--- src/design/bqd_pkg.sv ---
// Package for the biquad section: microcode types, register indexes and the control program.
`default_nettype none

package bqd_pkg;

    // Wide datapath: products, accumulator and delay registers.
    localparam int ACC_W    = 64;
    localparam int NUM_REGS = 5;
    localparam int STEP_W   = 3;

    // Coefficient select; also the register index on the configuration port.
    typedef enum logic [2:0] {
        COEF_B0 = 3'd0,
        COEF_B1 = 3'd1,
        COEF_B2 = 3'd2,
        COEF_A1 = 3'd3,
        COEF_A2 = 3'd4
    } coef_sel_t;

    typedef enum logic {
        MS_X = 1'b0,
        MS_Y = 1'b1
    } mul_src_t;

    typedef enum logic {
        AA_PROD = 1'b0,
        AA_ACC  = 1'b1
    } alu_a_t;

    typedef enum logic [1:0] {
        AB_ZERO = 2'd0,
        AB_D1   = 2'd1,
        AB_D2   = 2'd2,
        AB_PROD = 2'd3
    } alu_b_t;

    typedef enum logic {
        OP_ADD = 1'b0,
        OP_SUB = 1'b1
    } alu_op_t;

    typedef enum logic [1:0] {
        DST_NONE = 2'd0,
        DST_ACC  = 2'd1,
        DST_D1   = 2'd2,
        DST_D2   = 2'd3
    } alu_dst_t;

    // SQ_END returns to step zero once the output register can take the result.
    typedef enum logic {
        SQ_NEXT = 1'b0,
        SQ_END  = 1'b1
    } seq_t;

    typedef struct packed {
        logic      mul_en;
        coef_sel_t coef_sel;
        mul_src_t  mul_src;
        alu_a_t    alu_a;
        alu_b_t    alu_b;
        alu_op_t   alu_op;
        alu_dst_t  alu_dst;
        logic      y_load;
        seq_t      seq;
    } ctrl_word_t;

    // What the sequencer hands to the datapath each cycle.
    typedef struct packed {
        ctrl_word_t cw;
        logic       run;
        logic       start;
    } dp_ctrl_t;

    localparam ctrl_word_t CW_IDLE = '{
        mul_en:   1'b0,
        coef_sel: COEF_B0,
        mul_src:  MS_X,
        alu_a:    AA_PROD,
        alu_b:    AB_ZERO,
        alu_op:   OP_ADD,
        alu_dst:  DST_NONE,
        y_load:   1'b0,
        seq:      SQ_NEXT
    };

    // The filter program. The product register is written one step and read the next.
    function automatic ctrl_word_t ucode(input logic [STEP_W-1:0] step);
        ctrl_word_t cw;
        cw = CW_IDLE;
        case (step)
            3'd0:
            begin
                // prod = b0 * x
                cw.mul_en   = 1'b1;
                cw.coef_sel = COEF_B0;
                cw.mul_src  = MS_X;
            end
            3'd1:
            begin
                // acc = prod + d1, prod = b1 * x
                cw.alu_a    = AA_PROD;
                cw.alu_b    = AB_D1;
                cw.alu_dst  = DST_ACC;
                cw.mul_en   = 1'b1;
                cw.coef_sel = COEF_B1;
                cw.mul_src  = MS_X;
            end
            3'd2:
            begin
                // y = round(acc), then acc = b1 * x
                cw.y_load  = 1'b1;
                cw.alu_a   = AA_PROD;
                cw.alu_b   = AB_ZERO;
                cw.alu_dst = DST_ACC;
            end
            3'd3:
            begin
                // prod = a1 * y
                cw.mul_en   = 1'b1;
                cw.coef_sel = COEF_A1;
                cw.mul_src  = MS_Y;
            end
            3'd4:
            begin
                // acc = acc - prod
                cw.alu_a   = AA_ACC;
                cw.alu_b   = AB_PROD;
                cw.alu_op  = OP_SUB;
                cw.alu_dst = DST_ACC;
            end
            3'd5:
            begin
                // d1 = acc + d2, prod = b2 * x
                cw.alu_a    = AA_ACC;
                cw.alu_b    = AB_D2;
                cw.alu_dst  = DST_D1;
                cw.mul_en   = 1'b1;
                cw.coef_sel = COEF_B2;
                cw.mul_src  = MS_X;
            end
            3'd6:
            begin
                // acc = b2 * x, prod = a2 * y
                cw.alu_a    = AA_PROD;
                cw.alu_b    = AB_ZERO;
                cw.alu_dst  = DST_ACC;
                cw.mul_en   = 1'b1;
                cw.coef_sel = COEF_A2;
                cw.mul_src  = MS_Y;
            end
            3'd7:
            begin
                // d2 = acc - prod, result out
                cw.alu_a   = AA_ACC;
                cw.alu_b   = AB_PROD;
                cw.alu_op  = OP_SUB;
                cw.alu_dst = DST_D2;
                cw.seq     = SQ_END;
            end
            default:
            begin
                cw = CW_IDLE;
            end
        endcase
        return cw;
    endfunction

endpackage

`default_nettype wire

--- src/design/bqd_datapath.sv ---
// Biquad datapath: shared multiplier, saturating adder, rounding stage and delay registers.
`default_nettype none

module bqd_datapath #(
    parameter int SAMPLE_WIDTH   = 24,
    parameter int COEF_WIDTH     = 32,
    parameter int COEF_FRAC_BITS = 26
) (
    input  wire logic                         clk,
    input  wire logic                         rst_n,
    input  wire bqd_pkg::dp_ctrl_t            ctrl,
    input  wire logic [SAMPLE_WIDTH-1:0]      x_in,
    input  wire logic signed [COEF_WIDTH-1:0] coefs [bqd_pkg::NUM_REGS],
    output logic [SAMPLE_WIDTH-1:0]           y_out,
    output logic                              clip
);
    import bqd_pkg::*;

    localparam logic signed [ACC_W-1:0] ACC_MAX = {1'b0, {(ACC_W-1){1'b1}}};
    localparam logic signed [ACC_W-1:0] ACC_MIN = {1'b1, {(ACC_W-1){1'b0}}};
    localparam logic signed [ACC_W-1:0] Y_MAX =
        (64'sd1 <<< (SAMPLE_WIDTH - 1)) - 64'sd1;
    localparam logic signed [ACC_W-1:0] Y_MIN = -Y_MAX - 64'sd1;

    logic signed [SAMPLE_WIDTH-1:0] x_reg;
    logic signed [SAMPLE_WIDTH-1:0] y_reg;
    logic signed [ACC_W-1:0]        prod_reg;
    logic signed [ACC_W-1:0]        acc_reg;
    logic signed [ACC_W-1:0]        d1_reg;
    logic signed [ACC_W-1:0]        d2_reg;
    logic                           sat_reg;

    logic signed [COEF_WIDTH-1:0]              mul_a;
    logic signed [SAMPLE_WIDTH-1:0]            mul_b;
    logic signed [COEF_WIDTH+SAMPLE_WIDTH-1:0] mul_p;
    logic signed [ACC_W-1:0]                   prod_next;
    logic signed [ACC_W-1:0]                   alu_a;
    logic signed [ACC_W-1:0]                   alu_b;
    logic signed [ACC_W:0]                     alu_sum;
    logic                                      alu_ovf;
    logic signed [ACC_W-1:0]                   alu_res;
    logic signed [ACC_W-1:0]                   y_wide;
    logic signed [SAMPLE_WIDTH-1:0]            y_next;
    logic                                      y_clamp;
    logic                                      sat_now;

    always_comb
    begin
        mul_a     = coefs[ctrl.cw.coef_sel];
        mul_b     = (ctrl.cw.mul_src == MS_Y) ? y_reg : x_reg;
        mul_p     = (COEF_WIDTH+SAMPLE_WIDTH)'(mul_a) * (COEF_WIDTH+SAMPLE_WIDTH)'(mul_b);
        prod_next = ACC_W'(mul_p);

        alu_a = (ctrl.cw.alu_a == AA_ACC) ? acc_reg : prod_reg;
        case (ctrl.cw.alu_b)
            AB_ZERO: alu_b = '0;
            AB_D1:   alu_b = d1_reg;
            AB_D2:   alu_b = d2_reg;
            AB_PROD: alu_b = prod_reg;
            default: alu_b = '0;
        endcase
        if (ctrl.cw.alu_op == OP_SUB)
        begin
            alu_sum = {alu_a[ACC_W-1], alu_a} - {alu_b[ACC_W-1], alu_b};
        end
        else
        begin
            alu_sum = {alu_a[ACC_W-1], alu_a} + {alu_b[ACC_W-1], alu_b};
        end
        alu_ovf = alu_sum[ACC_W] != alu_sum[ACC_W-1];
        if (alu_ovf)
        begin
            alu_res = alu_sum[ACC_W] ? ACC_MIN : ACC_MAX;
        end
        else
        begin
            alu_res = alu_sum[ACC_W-1:0];
        end

        // Round half up: floor of the shifted value plus the bit just below the cut.
        y_wide = (acc_reg >>> COEF_FRAC_BITS)
               + $signed({{(ACC_W-1){1'b0}}, acc_reg[COEF_FRAC_BITS-1]});
        y_clamp = 1'b0;
        if (y_wide > Y_MAX)
        begin
            y_next  = Y_MAX[SAMPLE_WIDTH-1:0];
            y_clamp = 1'b1;
        end
        else if (y_wide < Y_MIN)
        begin
            y_next  = Y_MIN[SAMPLE_WIDTH-1:0];
            y_clamp = 1'b1;
        end
        else
        begin
            y_next = y_wide[SAMPLE_WIDTH-1:0];
        end

        sat_now = ctrl.run
                && ((alu_ovf && (ctrl.cw.alu_dst != DST_NONE))
                    || (ctrl.cw.y_load && y_clamp));
    end

    always_ff @(posedge clk or negedge rst_n)
    begin
        if (!rst_n)
        begin
            d1_reg  <= '0;
            d2_reg  <= '0;
            sat_reg <= 1'b0;
        end
        else
        begin
            if (ctrl.start)
            begin
                sat_reg <= 1'b0;
            end
            else if (ctrl.run)
            begin
                sat_reg <= sat_reg | sat_now;
            end
            if (ctrl.run && (ctrl.cw.alu_dst == DST_D1))
            begin
                d1_reg <= alu_res;
            end
            if (ctrl.run && (ctrl.cw.alu_dst == DST_D2))
            begin
                d2_reg <= alu_res;
            end
        end
    end

    always_ff @(posedge clk)
    begin
        if (ctrl.start)
        begin
            x_reg <= x_in;
        end
        if (ctrl.run && ctrl.cw.mul_en)
        begin
            prod_reg <= prod_next;
        end
        if (ctrl.run && (ctrl.cw.alu_dst == DST_ACC))
        begin
            acc_reg <= alu_res;
        end
        if (ctrl.run && ctrl.cw.y_load)
        begin
            y_reg <= y_next;
        end
    end

    assign y_out = y_reg;
    assign clip  = sat_reg | sat_now;

endmodule

`default_nettype wire

--- src/design/biquad_iir_filter.sv ---
// Top level of the biquad IIR section: stream ports, coefficient registers and microcode sequencer.
`default_nettype none

// Channel   Direction  Handshake          Payload
// s_*       in         s_tvalid/s_tready  s_tdata: sample_in
// m_*       out        m_tvalid/m_tready  m_tdata: sample_out, m_tuser: clipped
// APB       in/out     psel/penable       coef_b0, coef_b1, coef_b2, coef_a1, coef_a2
//
// Each sample runs an eight-step microprogram that shares one multiplier across the
// five products, so the block takes no new sample until the last one is through;
// the next sample is accepted in the same cycle that the previous program finishes.
// Reset loads b0 = 1.0 and zeros the other coefficients and both delay registers.
// One output register holds a finished result; if it has not been taken, the
// program holds at its last step and the input side waits.

module biquad_iir_filter #(
    parameter int SAMPLE_WIDTH   = 24,
    parameter int COEF_WIDTH     = 32,
    parameter int COEF_FRAC_BITS = 26
) (
    input  wire logic                               clk,
    input  wire logic                               rst_n,
    // Input stream.
    input  wire logic                               s_tvalid,
    output logic                                    s_tready,
    input  wire logic [((SAMPLE_WIDTH+7)/8)*8-1:0]  s_tdata,   // sample_in, zero padding
    // Output stream.
    output logic                                    m_tvalid,
    input  wire logic                               m_tready,
    output logic [((SAMPLE_WIDTH+7)/8)*8-1:0]       m_tdata,   // sample_out, zero padding
    output logic                                    m_tuser,   // clipped
    // Configuration port.
    input  wire logic                               psel,
    input  wire logic                               penable,
    input  wire logic                               pwrite,
    input  wire logic [4:0]                         paddr,
    input  wire logic [31:0]                        pwdata,
    output logic [31:0]                             prdata,
    output logic                                    pready
);
    import bqd_pkg::*;

    localparam int TDATA_W = ((SAMPLE_WIDTH + 7) / 8) * 8;
    localparam logic [63:0] ONE_WIDE = 64'd1 << COEF_FRAC_BITS;
    localparam logic signed [COEF_WIDTH-1:0] B0_RESET = ONE_WIDE[COEF_WIDTH-1:0];

    logic signed [COEF_WIDTH-1:0] coef_reg [NUM_REGS];
    logic                         cfg_write;

    logic [STEP_W-1:0]       step_reg;
    logic [STEP_W-1:0]       step_next;
    logic                    busy_reg;
    logic                    busy_next;
    logic                    out_valid_reg;
    logic                    out_valid_next;
    logic [SAMPLE_WIDTH-1:0] out_sample_reg;
    logic                    out_clip_reg;

    ctrl_word_t              cw;
    dp_ctrl_t                dp_ctrl;
    logic                    finish;
    logic                    accept;
    logic [SAMPLE_WIDTH-1:0] y_val;
    logic                    clip_val;

    // ------------------------------------------------------------------
    // Configuration registers. Writes to addresses past the last
    // coefficient are dropped; reads there return zero.
    // ------------------------------------------------------------------
    assign pready    = 1'b1;
    assign cfg_write = psel && penable && pwrite && pready;

    always_ff @(posedge clk or negedge rst_n)
    begin
        if (!rst_n)
        begin
            coef_reg[COEF_B0] <= B0_RESET;
            coef_reg[COEF_B1] <= '0;
            coef_reg[COEF_B2] <= '0;
            coef_reg[COEF_A1] <= '0;
            coef_reg[COEF_A2] <= '0;
        end
        else if (cfg_write)
        begin
            case (paddr[4:2])
                COEF_B0: coef_reg[COEF_B0] <= pwdata[COEF_WIDTH-1:0];
                COEF_B1: coef_reg[COEF_B1] <= pwdata[COEF_WIDTH-1:0];
                COEF_B2: coef_reg[COEF_B2] <= pwdata[COEF_WIDTH-1:0];
                COEF_A1: coef_reg[COEF_A1] <= pwdata[COEF_WIDTH-1:0];
                COEF_A2: coef_reg[COEF_A2] <= pwdata[COEF_WIDTH-1:0];
                default:
                begin
                end
            endcase
        end
    end

    always_comb
    begin
        case (paddr[4:2])
            COEF_B0: prdata = 32'(coef_reg[COEF_B0]);
            COEF_B1: prdata = 32'(coef_reg[COEF_B1]);
            COEF_B2: prdata = 32'(coef_reg[COEF_B2]);
            COEF_A1: prdata = 32'(coef_reg[COEF_A1]);
            COEF_A2: prdata = 32'(coef_reg[COEF_A2]);
            default: prdata = '0;
        endcase
    end

    // ------------------------------------------------------------------
    // Sequencer. The step counter addresses the control ROM; the last
    // step jumps back to step zero only when the output register is free
    // (empty, or emptied by a transfer in this cycle).
    // ------------------------------------------------------------------
    always_comb
    begin
        cw       = ucode(step_reg);
        finish   = busy_reg && (cw.seq == SQ_END) && (!out_valid_reg || m_tready);
        s_tready = !busy_reg || finish;
        accept   = s_tvalid && s_tready;

        dp_ctrl.cw    = cw;
        dp_ctrl.run   = busy_reg && ((cw.seq != SQ_END) || finish);
        dp_ctrl.start = accept;

        busy_next = busy_reg;
        step_next = step_reg;
        if (accept)
        begin
            busy_next = 1'b1;
            step_next = '0;
        end
        else if (finish)
        begin
            busy_next = 1'b0;
            step_next = '0;
        end
        else if (dp_ctrl.run)
        begin
            step_next = step_reg + STEP_W'(1);
        end

        if (finish)
        begin
            out_valid_next = 1'b1;
        end
        else if (m_tready)
        begin
            out_valid_next = 1'b0;
        end
        else
        begin
            out_valid_next = out_valid_reg;
        end
    end

    always_ff @(posedge clk or negedge rst_n)
    begin
        if (!rst_n)
        begin
            step_reg      <= '0;
            busy_reg      <= 1'b0;
            out_valid_reg <= 1'b0;
        end
        else
        begin
            step_reg      <= step_next;
            busy_reg      <= busy_next;
            out_valid_reg <= out_valid_next;
        end
    end

    // The result is captured as the last step executes, so the clip flag
    // includes that step's own saturation.
    always_ff @(posedge clk)
    begin
        if (finish)
        begin
            out_sample_reg <= y_val;
            out_clip_reg   <= clip_val;
        end
    end

    bqd_datapath #(
        .SAMPLE_WIDTH   (SAMPLE_WIDTH),
        .COEF_WIDTH     (COEF_WIDTH),
        .COEF_FRAC_BITS (COEF_FRAC_BITS)
    ) u_datapath (
        .clk   (clk),
        .rst_n (rst_n),
        .ctrl  (dp_ctrl),
        .x_in  (s_tdata[SAMPLE_WIDTH-1:0]),
        .coefs (coef_reg),
        .y_out (y_val),
        .clip  (clip_val)
    );

    assign m_tvalid = out_valid_reg;
    assign m_tdata  = TDATA_W'(out_sample_reg);
    assign m_tuser  = out_clip_reg;

    // ------------------------------------------------------------------
    // Assertions.
    // ------------------------------------------------------------------

    // A finished program always leaves a result in the output register.
    assert property (@(posedge clk) disable iff (!rst_n) finish |=> out_valid_reg)
        else $error("program finished without a pending result");

    // The step counter rests at zero while no sample is in flight.
    assert property (@(posedge clk) disable iff (!rst_n) !busy_reg |-> (step_reg == '0))
        else $error("step counter moved while idle");

    // An accepted sample starts the program at its first step.
    assert property (@(posedge clk) disable iff (!rst_n)
        (s_tvalid && s_tready) |=> (busy_reg && (step_reg == '0)))
        else $error("accepted sample did not start the program");

    // Before the last step the counter advances by one step per cycle; only the last step can hold.
    assert property (@(posedge clk) disable iff (!rst_n)
        (busy_reg && (cw.seq == SQ_NEXT)) |=> (step_reg == $past(step_reg) + STEP_W'(1)))
        else $error("step counter skipped or stalled mid-program");

endmodule

`default_nettype wire
--- config.mk ---
export PLATFORM = sky130hd
export DESIGN_NAME = biquad_iir_filter
export DESIGN_NICKNAME = d
export VERILOG_FILES = /design/src/design/bqd_pkg.sv /design/src/design/bqd_datapath.sv /design/src/design/biquad_iir_filter.sv
export SDC_FILE = /design/constraint.sdc
export NUM_CORES = 2
export LEC_CHECK = 0
export BUFFER_PORTS_ARGS = -buffer_cell sky130_fd_sc_hd__buf_2
export CAP_MARGIN = 20
export CORE_ASPECT_RATIO = 0.8
export CORE_MARGIN = 5
export CORE_UTILIZATION = 40
export DETAILED_ROUTE_END_ITERATION = 8
export GPL_ROUTABILITY_DRIVEN = 0
export GPL_TIMING_DRIVEN = 1
export PLACE_DENSITY = 0.66
export SLEW_MARGIN = 0
export SYNTH_ARGS = -nofsm -noshare
export SYNTH_HDL_FRONTEND = slang
export SYNTH_SLANG_ARGS = --single-unit
--- constraint.sdc ---
create_clock -name clk -period 9.9 [get_ports clk]
set_input_delay 1.98 -clock clk [delete_from_list [all_inputs] [get_ports clk]]
set_output_delay 1.98 -clock clk [all_outputs]
set_load 0.005 [all_outputs]
## Word level (Yosys, flattened, before mapping)

Index checks and enable logic that the tools add are counted.

| storage, ports and cells | value |
|---|---|
| register bits after elaboration | 487 |
| bits in latches | 0 |
| bits in writable memories | 0 |
| bits in read-only memories | 0 |
| bits of input ports | 68 |
| output and inout port bits | 60 |
| word-level logic and storage cells | 109 |
| memories kept | 0 |

| cells by class | value |
|---|---|
| $add $sub $neg | 4 |
| $mul | 1 |
| div/mod/pow operators | 0 |
| $lt $le $gt $ge | 3 |
| equal/unequal tests | 18 |
| shift operators | 0 |
| muxes and demuxes | 28 |
| bitwise operators | 3 |
| reductions and logical operators | 35 |

Operators by type and width:

| operator | count |
|---|---|
| one-hot mux 64 bit (4 select lines) | 1 |
| two-way mux 64 bit | 3 |
| one-hot mux 32 bit (5 select lines) | 1 |
| binary-select mux 32 bit (select 3 bit) | 1 |
| adder 64 x 64 -> 65 bit | 1 |
| two-way mux 65 bit | 1 |
| subtractor 64 x 64 -> 65 bit | 1 |
| > comparator 64 x 24 -> 1 bit, second input constant | 1 |
| < comparator 64 x 24 -> 1 bit, second input constant | 1 |
| two-way mux 32 bit | 2 |
| multiplier 32 x 24 -> 56 bit | 1 |
| two-way mux 24 bit | 2 |
| adder 38 x 2 -> 39 bit | 1 |
| one-hot mux 5 bit (5 select lines) | 1 |
| equality test 3 bit, second input constant | 5 |
| logical AND 1 bit | 14 |
| equality test 3 x 2 -> 1 bit, second input constant | 4 |
| two-way mux 1 bit | 11 |
| AND reduction 2 bit | 5 |
| two-way mux 3 bit | 3 |
| one-hot mux 3 bit (3 select lines) | 1 |
| equality test 2 bit, second input constant | 4 |
| nonzero test 2 bit | 4 |
| equality test 3 x 1 -> 1 bit, second input constant | 2 |
| other kinds (15) | 21 |

## Logic depth before layout (Yosys ltp)

| depth | value |
|---|---|
| depth after elaboration | 14 |
| depth in mapped cells | 41 |

## Modules after synthesis

From an unflattened synthesis, not the netlist that was laid out.

| second synthesis, totals | value |
|---|---|
| cell total of the unflattened synthesis | 5726 |
| area total of the unflattened synthesis | 54902.7 um2 |

By module, submodules not included:

| module | instances | cells an instance | area each (um2) |
|---|---|---|---|
| bqd_datapath | 1 | 5182 | 46702.3 |
| biquad_iir_filter | 1 | 544 | 8200.4 |

## Worst setup path before layout

OpenSTA, ideal clock, no wires.

| timing | value |
|---|---|
| kind | reg-to-reg |
| start | register step_reg[0] |
| end | register u_datapath.prod_reg[54], data pin |
| data arrival time | 9614 ps |
| data required time | 9705 ps |
| path slack | 91 ps |
| cell stages (with the launch flop) | 36 |
| path buffers | 7 |
| clock period less this slack | 9809 ps |
| path through | dfrtp_1 -> inv_1 -> ha_1 -> buf_2 -> buf_2 -> clkbuf_1 -> buf_2 -> nor3_1 -> o21ai_1 -> clkbuf_1 -> buf_1 -> clkbuf_1 -> mux2i_1 -> nor2_1 -> fa_1 -> fa_1 -> inv_1 -> fa_1 -> inv_1 -> fa_1 -> fa_1 -> fa_1 -> inv_1 -> fa_1 -> inv_1 -> ha_1 -> a21o_1 -> a21oi_1 -> o21bai_1 -> a21oi_1 -> o21bai_1 -> a21oi_1 -> nor2_1 -> nor2_1 -> o41ai_1 -> o311ai_0 |

| on the way | value |
|---|---|
| cells in the longest elaborated chain, start to end | 7 |

Ends and longest elaborated chain:

| what | RTL line | RTL |
|---|---|---|
| start: declaration | biquad_iir_filter.sv:50 | `logic [STEP_W-1:0] step_reg;` |
| start signal: assignment | biquad_iir_filter.sv:167 | `step_reg <= step_next;` |
| equality test 3 bit, or another cell as far along | bqd_pkg.sv:90 | `case (step)` |
| one-hot mux 5 bit (5 select lines) * | bqd_pkg.sv:90 |  |
| NOT 3 -> 4 bit (not written as such) | bqd_datapath.sv:49 | `mul_a = coefs[ctrl.cw.coef_sel];` |
| binary-select mux 32 bit (select 3 bit) | bqd_datapath.sv:49 |  |
| two-way mux 32 bit (not written as such) (2 in series) | bqd_datapath.sv:49 |  |
| multiplier 32 x 24 -> 56 bit * | bqd_datapath.sv:51 | `mul_p = (COEF_WIDTH+SAMPLE_WIDTH)'(mul_a) * (COEF_WIDTH+SAMPLE_WIDTH)'(mul_b);` |
| via u_datapath.mul_p[54] | bqd_datapath.sv:35 | `logic signed [COEF_WIDTH+SAMPLE_WIDTH-1:0] mul_p;` |
| end signal: assignment | bqd_datapath.sv:141 | `prod_reg <= prod_next;` |
| end: declaration | bqd_datapath.sv:27 | `logic signed [ACC_W-1:0] prod_reg;` |

The timed path passes the listed nets; every way through them passes the cells marked *. The select of a mux whose other input is x is not followed.
A chain may end at the register's enable or synchronous reset.

## Final worst setup path

| timing | value |
|---|---|
| start | register step_reg[0] |
| end | register u_datapath.prod_reg[55] (netlist name) |

| on the way | value |
|---|---|
| cells in the longest elaborated chain, start to end | 7 |

Ends and longest elaborated chain:

| what | RTL line |
|---|---|
| equality test 3 bit, or another cell as far along | bqd_pkg.sv:90 |
| one-hot mux 5 bit (5 select lines) * | bqd_pkg.sv:90 |
| NOT 3 -> 4 bit (not written as such) | bqd_datapath.sv:49 |
| binary-select mux 32 bit (select 3 bit) | bqd_datapath.sv:49 |
| two-way mux 32 bit (not written as such) (2 in series) | bqd_datapath.sv:49 |
| multiplier 32 x 24 -> 56 bit * | bqd_datapath.sv:51 |
| via u_datapath.mul_p[55] | bqd_datapath.sv:35 |

Marks and branches as above.

==> flow_summary_export.csv <==
group,metric,value,unit
global_route,antenna_found_initial,2,
global_route,top_usage_layer,"met2",
sta,relSlewSlack,23.9,%
drt,routedWlPerCell,21.6,µm
sta,fin_worst_skew,0.0338,ns
drt,drc,0,
finish,design_area,62200,µm²
clocking,clkSlewWorstSetupHoldPaths,0.07,ns
clocking,cts.sinks,487,
setup_path,slowest_stage,"fa_1",
clocking,cts_tree,"done",
floorplanning,die_x,426,µm
global_route,grt_pass1_wl,275000,µm
finish,final_nets,7223,
global_route,grt_start_max_net_pins,105,
setup_path,cp_common_cell,"fa_1",
outcome,status,"finished, final reports clean",
min_path,min_path_type,"flip-flop to flip-flop",
setup_path,required,10.32,ns
sta,fin_tns_setup,0,ns
setup_path,critPathLaunchType,"flip-flop",
synthesis,netlist-cell-type-count,96,
synthesis,synth-async-reset-ratio,60.4,%
floorplanning,core,138000,µm²
setup_path,cp-end-kind,"flip-flop",
setup_path,critPathArrivalTime,9.96,ns
job,drv_cap,0,
clocking,htreeDepth,2,
drt,wirelength,174000,µm
finish,largest_reg_flops,160,
global_route,use_met2,36.6,%
global_route,grt-ovfl-total,0,
sta,period_share,96.4,%
synthesis,synth_edf_count,193,
clocking,clock_path_buffers,3,
drt,drtIter0Drc,4434,
setup_path,cpPeakStageDelay,0.54,ns
drt,dr.pass1.iters,9,
sta,post-route-min-period,9.54,ns
clocking,worstSkewPairLatency,0.69,ns
placement,portBuffers,124,
floorplanning,start_util,40.1,%
sta,clock.fmax,0.105,GHz
synthesis,yosys_register_bits,487,
sta,tightest_slew,1.14,ns
synthesis,yosysSeqAreaShare,23.8,%
placement,placed_cell_area,59900,µm²
synthesis,synth_warnings,0,
floorplanning,io_pins,128,
sta,maxSlewViolCount,0,
finish,syn_to_final_growth,12.2,%
setup_path,worstSetupPathType,"flip-flop to flip-flop",
drt,vias_per_cell,5.59,
global_route,grt_pass1_vias,46600,
sta,setup_viol,0,
synthesis,netlist_instances,6006,
clocking,postCtsHoldBufs,0,
floorplanning,dieArea,146000,µm²
clocking,clockRootBuffer,"clkbuf_16",
drt,via_count,45000,
clocking,cts_buffers,56,
synthesis,syn_area,55400,µm²
placement,dp_hpwl,137000,µm
drt,final_antenna_net_count,0,
floorplanning,die_y,343,µm
synthesis,syn_nets,7081,
finish,drive_gt1_share,12.8,%
sta,hold_violations,0,
global_route,grt_usage,24.2,%
global_route,met1_usage,33.3,%
synthesis,ys.flop_type,"dfrtp_1",
synthesis,avgSynthCellArea,9.22,µm²
floorplanning,rows,122,
global_route,met3_usage,4.58,%
setup_path,path_max_fanout,21,
[worst max-delay path, delay by kind of cell, from the launching register on]
| family | cells | cell delay, ns |
|---|---|---|
| compound gates | 7 | 1.82 |
| xor+xnor | 1 | 0.10 |
| fa+ha+maj | 9 | 4.22 |
| buf+inv | 7 | 0.76 |
| flops | 1 | 0.43 |
| mux | 1 | 0.32 |
| simple gates | 8 | 1.59 |
[synthesized netlist by cell type (13+ instances only)]
master	number	area, µm²
a222oi_1	16	160
buf_1	25	93.8
o21bai_1	38	285
a22o_1	13	114
inv_1	874	3280
ha_1	223	2790
and3_1	24	150
a31oi_1	17	106
o21a_1	18	135
a21oi_1	189	946
dfrtp_1	293	7330
o21ai_0	288	1440
or2_2	17	106
nand3_1	50	250
nor2_1	597	2240
nor4_1	16	100
xnor2_1	117	1020
nand2_1	935	3510
a32o_1	31	310
or3_1	13	81.3
fa_1	784	15700
a21boi_0	15	113
edfxtp_1	193	5800
mux2i_1	122	1220
xor2_1	89	780
mux2_2	184	2070
and2_1	22	138
nor2b_1	22	138
nand2b_1	37	231
nand4_1	46	288
clkbuf_1	269	1010
a221o_1	34	340
a21o_1	63	473
buf_2	21	105
nor3_1	37	185
o211ai_1	14	105
a22oi_1	35	263
a32oi_1	33	289
[cells in the final DEF (no fill, tap or decap), drive strengths merged, types with 15 or more instances in the layout]
| cell type | instances |
|---|---|
| xor2 | 89 |
| buf | 407 |
| a21oi | 189 |
| edfxtp | 193 |
| a22oi | 35 |
| a222oi | 16 |
| and3 | 24 |
| a221o | 34 |
| o21a | 18 |
| clkbuf | 72 |
| nor2b | 23 |
| a32o | 31 |
| nor2 | 597 |
| nand2b | 38 |
| fa | 784 |
| a31oi | 17 |
| o21ai | 292 |
| a21o | 63 |
| nor3 | 37 |
| and2 | 23 |
| a32oi | 33 |
| xnor2 | 118 |
| o21bai | 38 |
| nand3 | 50 |
| inv | 883 |
| ha | 223 |
| nor4 | 18 |
| mux2i | 122 |
| nand2 | 936 |
| mux2 | 186 |
| or2 | 18 |
| a21boi | 15 |
| dfrtp | 293 |
| nand4 | 46 |
[through the flow]
step,hold WS (ns),cells,setup slack (ns),utilization [%]
after floorplan,0.420,6006,0.0911,-
after CTS,0.449,8051,0.0453,44.9
after global routing,0.462,8056,-0.0250,45.0
final,0.450,8057,0.356,45.0
after global placement,0.429,7945,0.172,43.4
after detailed placement,0.442,7945,0.0543,43.4
[layout make-up]
type | count | area, µm²
Sequential cell | 487 | 13200
Tap cell | 1860 | 2330
Clock buffer | 72 | 1540
Inverter | 878 | 3300
Antenna cell | 1 | 2.50
Timing Repair Buffer | 407 | 3250
Clock inverter | 34 | 551
Fill cell | 13100 | 75800
Multi-Input combinational cell | 4318 | 38000
[path summary, 6_finish.rpt]
kind,startpoint,to,slack (ns),cells past startpoint
worst max-delay path,step_reg[0]$_DFFE_PN0P_,u_datapath.prod_reg[55]$_DFFE_PP_,0.36,33
worst min-delay path,u_datapath.y_out[23]$_SDFFCE_PP0P_,m_tdata[23]$_DFFE_PP_,0.45,0
worst max register to register,step_reg[0]$_DFFE_PN0P_,u_datapath.prod_reg[55]$_DFFE_PP_,0.36,33
worst min register to register,u_datapath.y_out[23]$_SDFFCE_PP0P_,m_tdata[23]$_DFFE_PP_,0.45,0
max in group asynchronous,rst_n,step_reg[2]$_DFFE_PN0P_,7.12,2
min in group asynchronous,rst_n,coef_reg[80]$_DFFE_PN0P_,1.34,1
[layer usage]
metal	vias up	wire length (µm)
met5	-	0
met4	0	10200
met3	426	16600
met2	2229	75800
met1	22600	71900
li1	19800	-
[kinds of logic (layout without fill, tap and decap cells)]
family | count (synthesis) | in the layout | synth area share (%)
AOI/OAI and AO/OA | 907 | 907 | 10.7
muxes | 308 | 308 | 5.99
xor gates and xnor gates | 207 | 207 | 3.29
buffers and inverters | 1201 | 1391 | 8.26
and+or+nand+nor | 1876 | 1876 | 14.4
DFF | 487 | 487 | 23.8
other | 1 | 2 | 0.00677
adders and majority gates | 1019 | 1019 | 33.6
[timing repair]
action,in CTS,in global routing
setup endpoints to repair,1,14
pin swaps,0,7
resized for setup,1,30
setup buffers,0,4
Power is left out: the tool's default activity adds up to more than one toggle a clock period on the data nets, which glitch-free logic cannot reach.
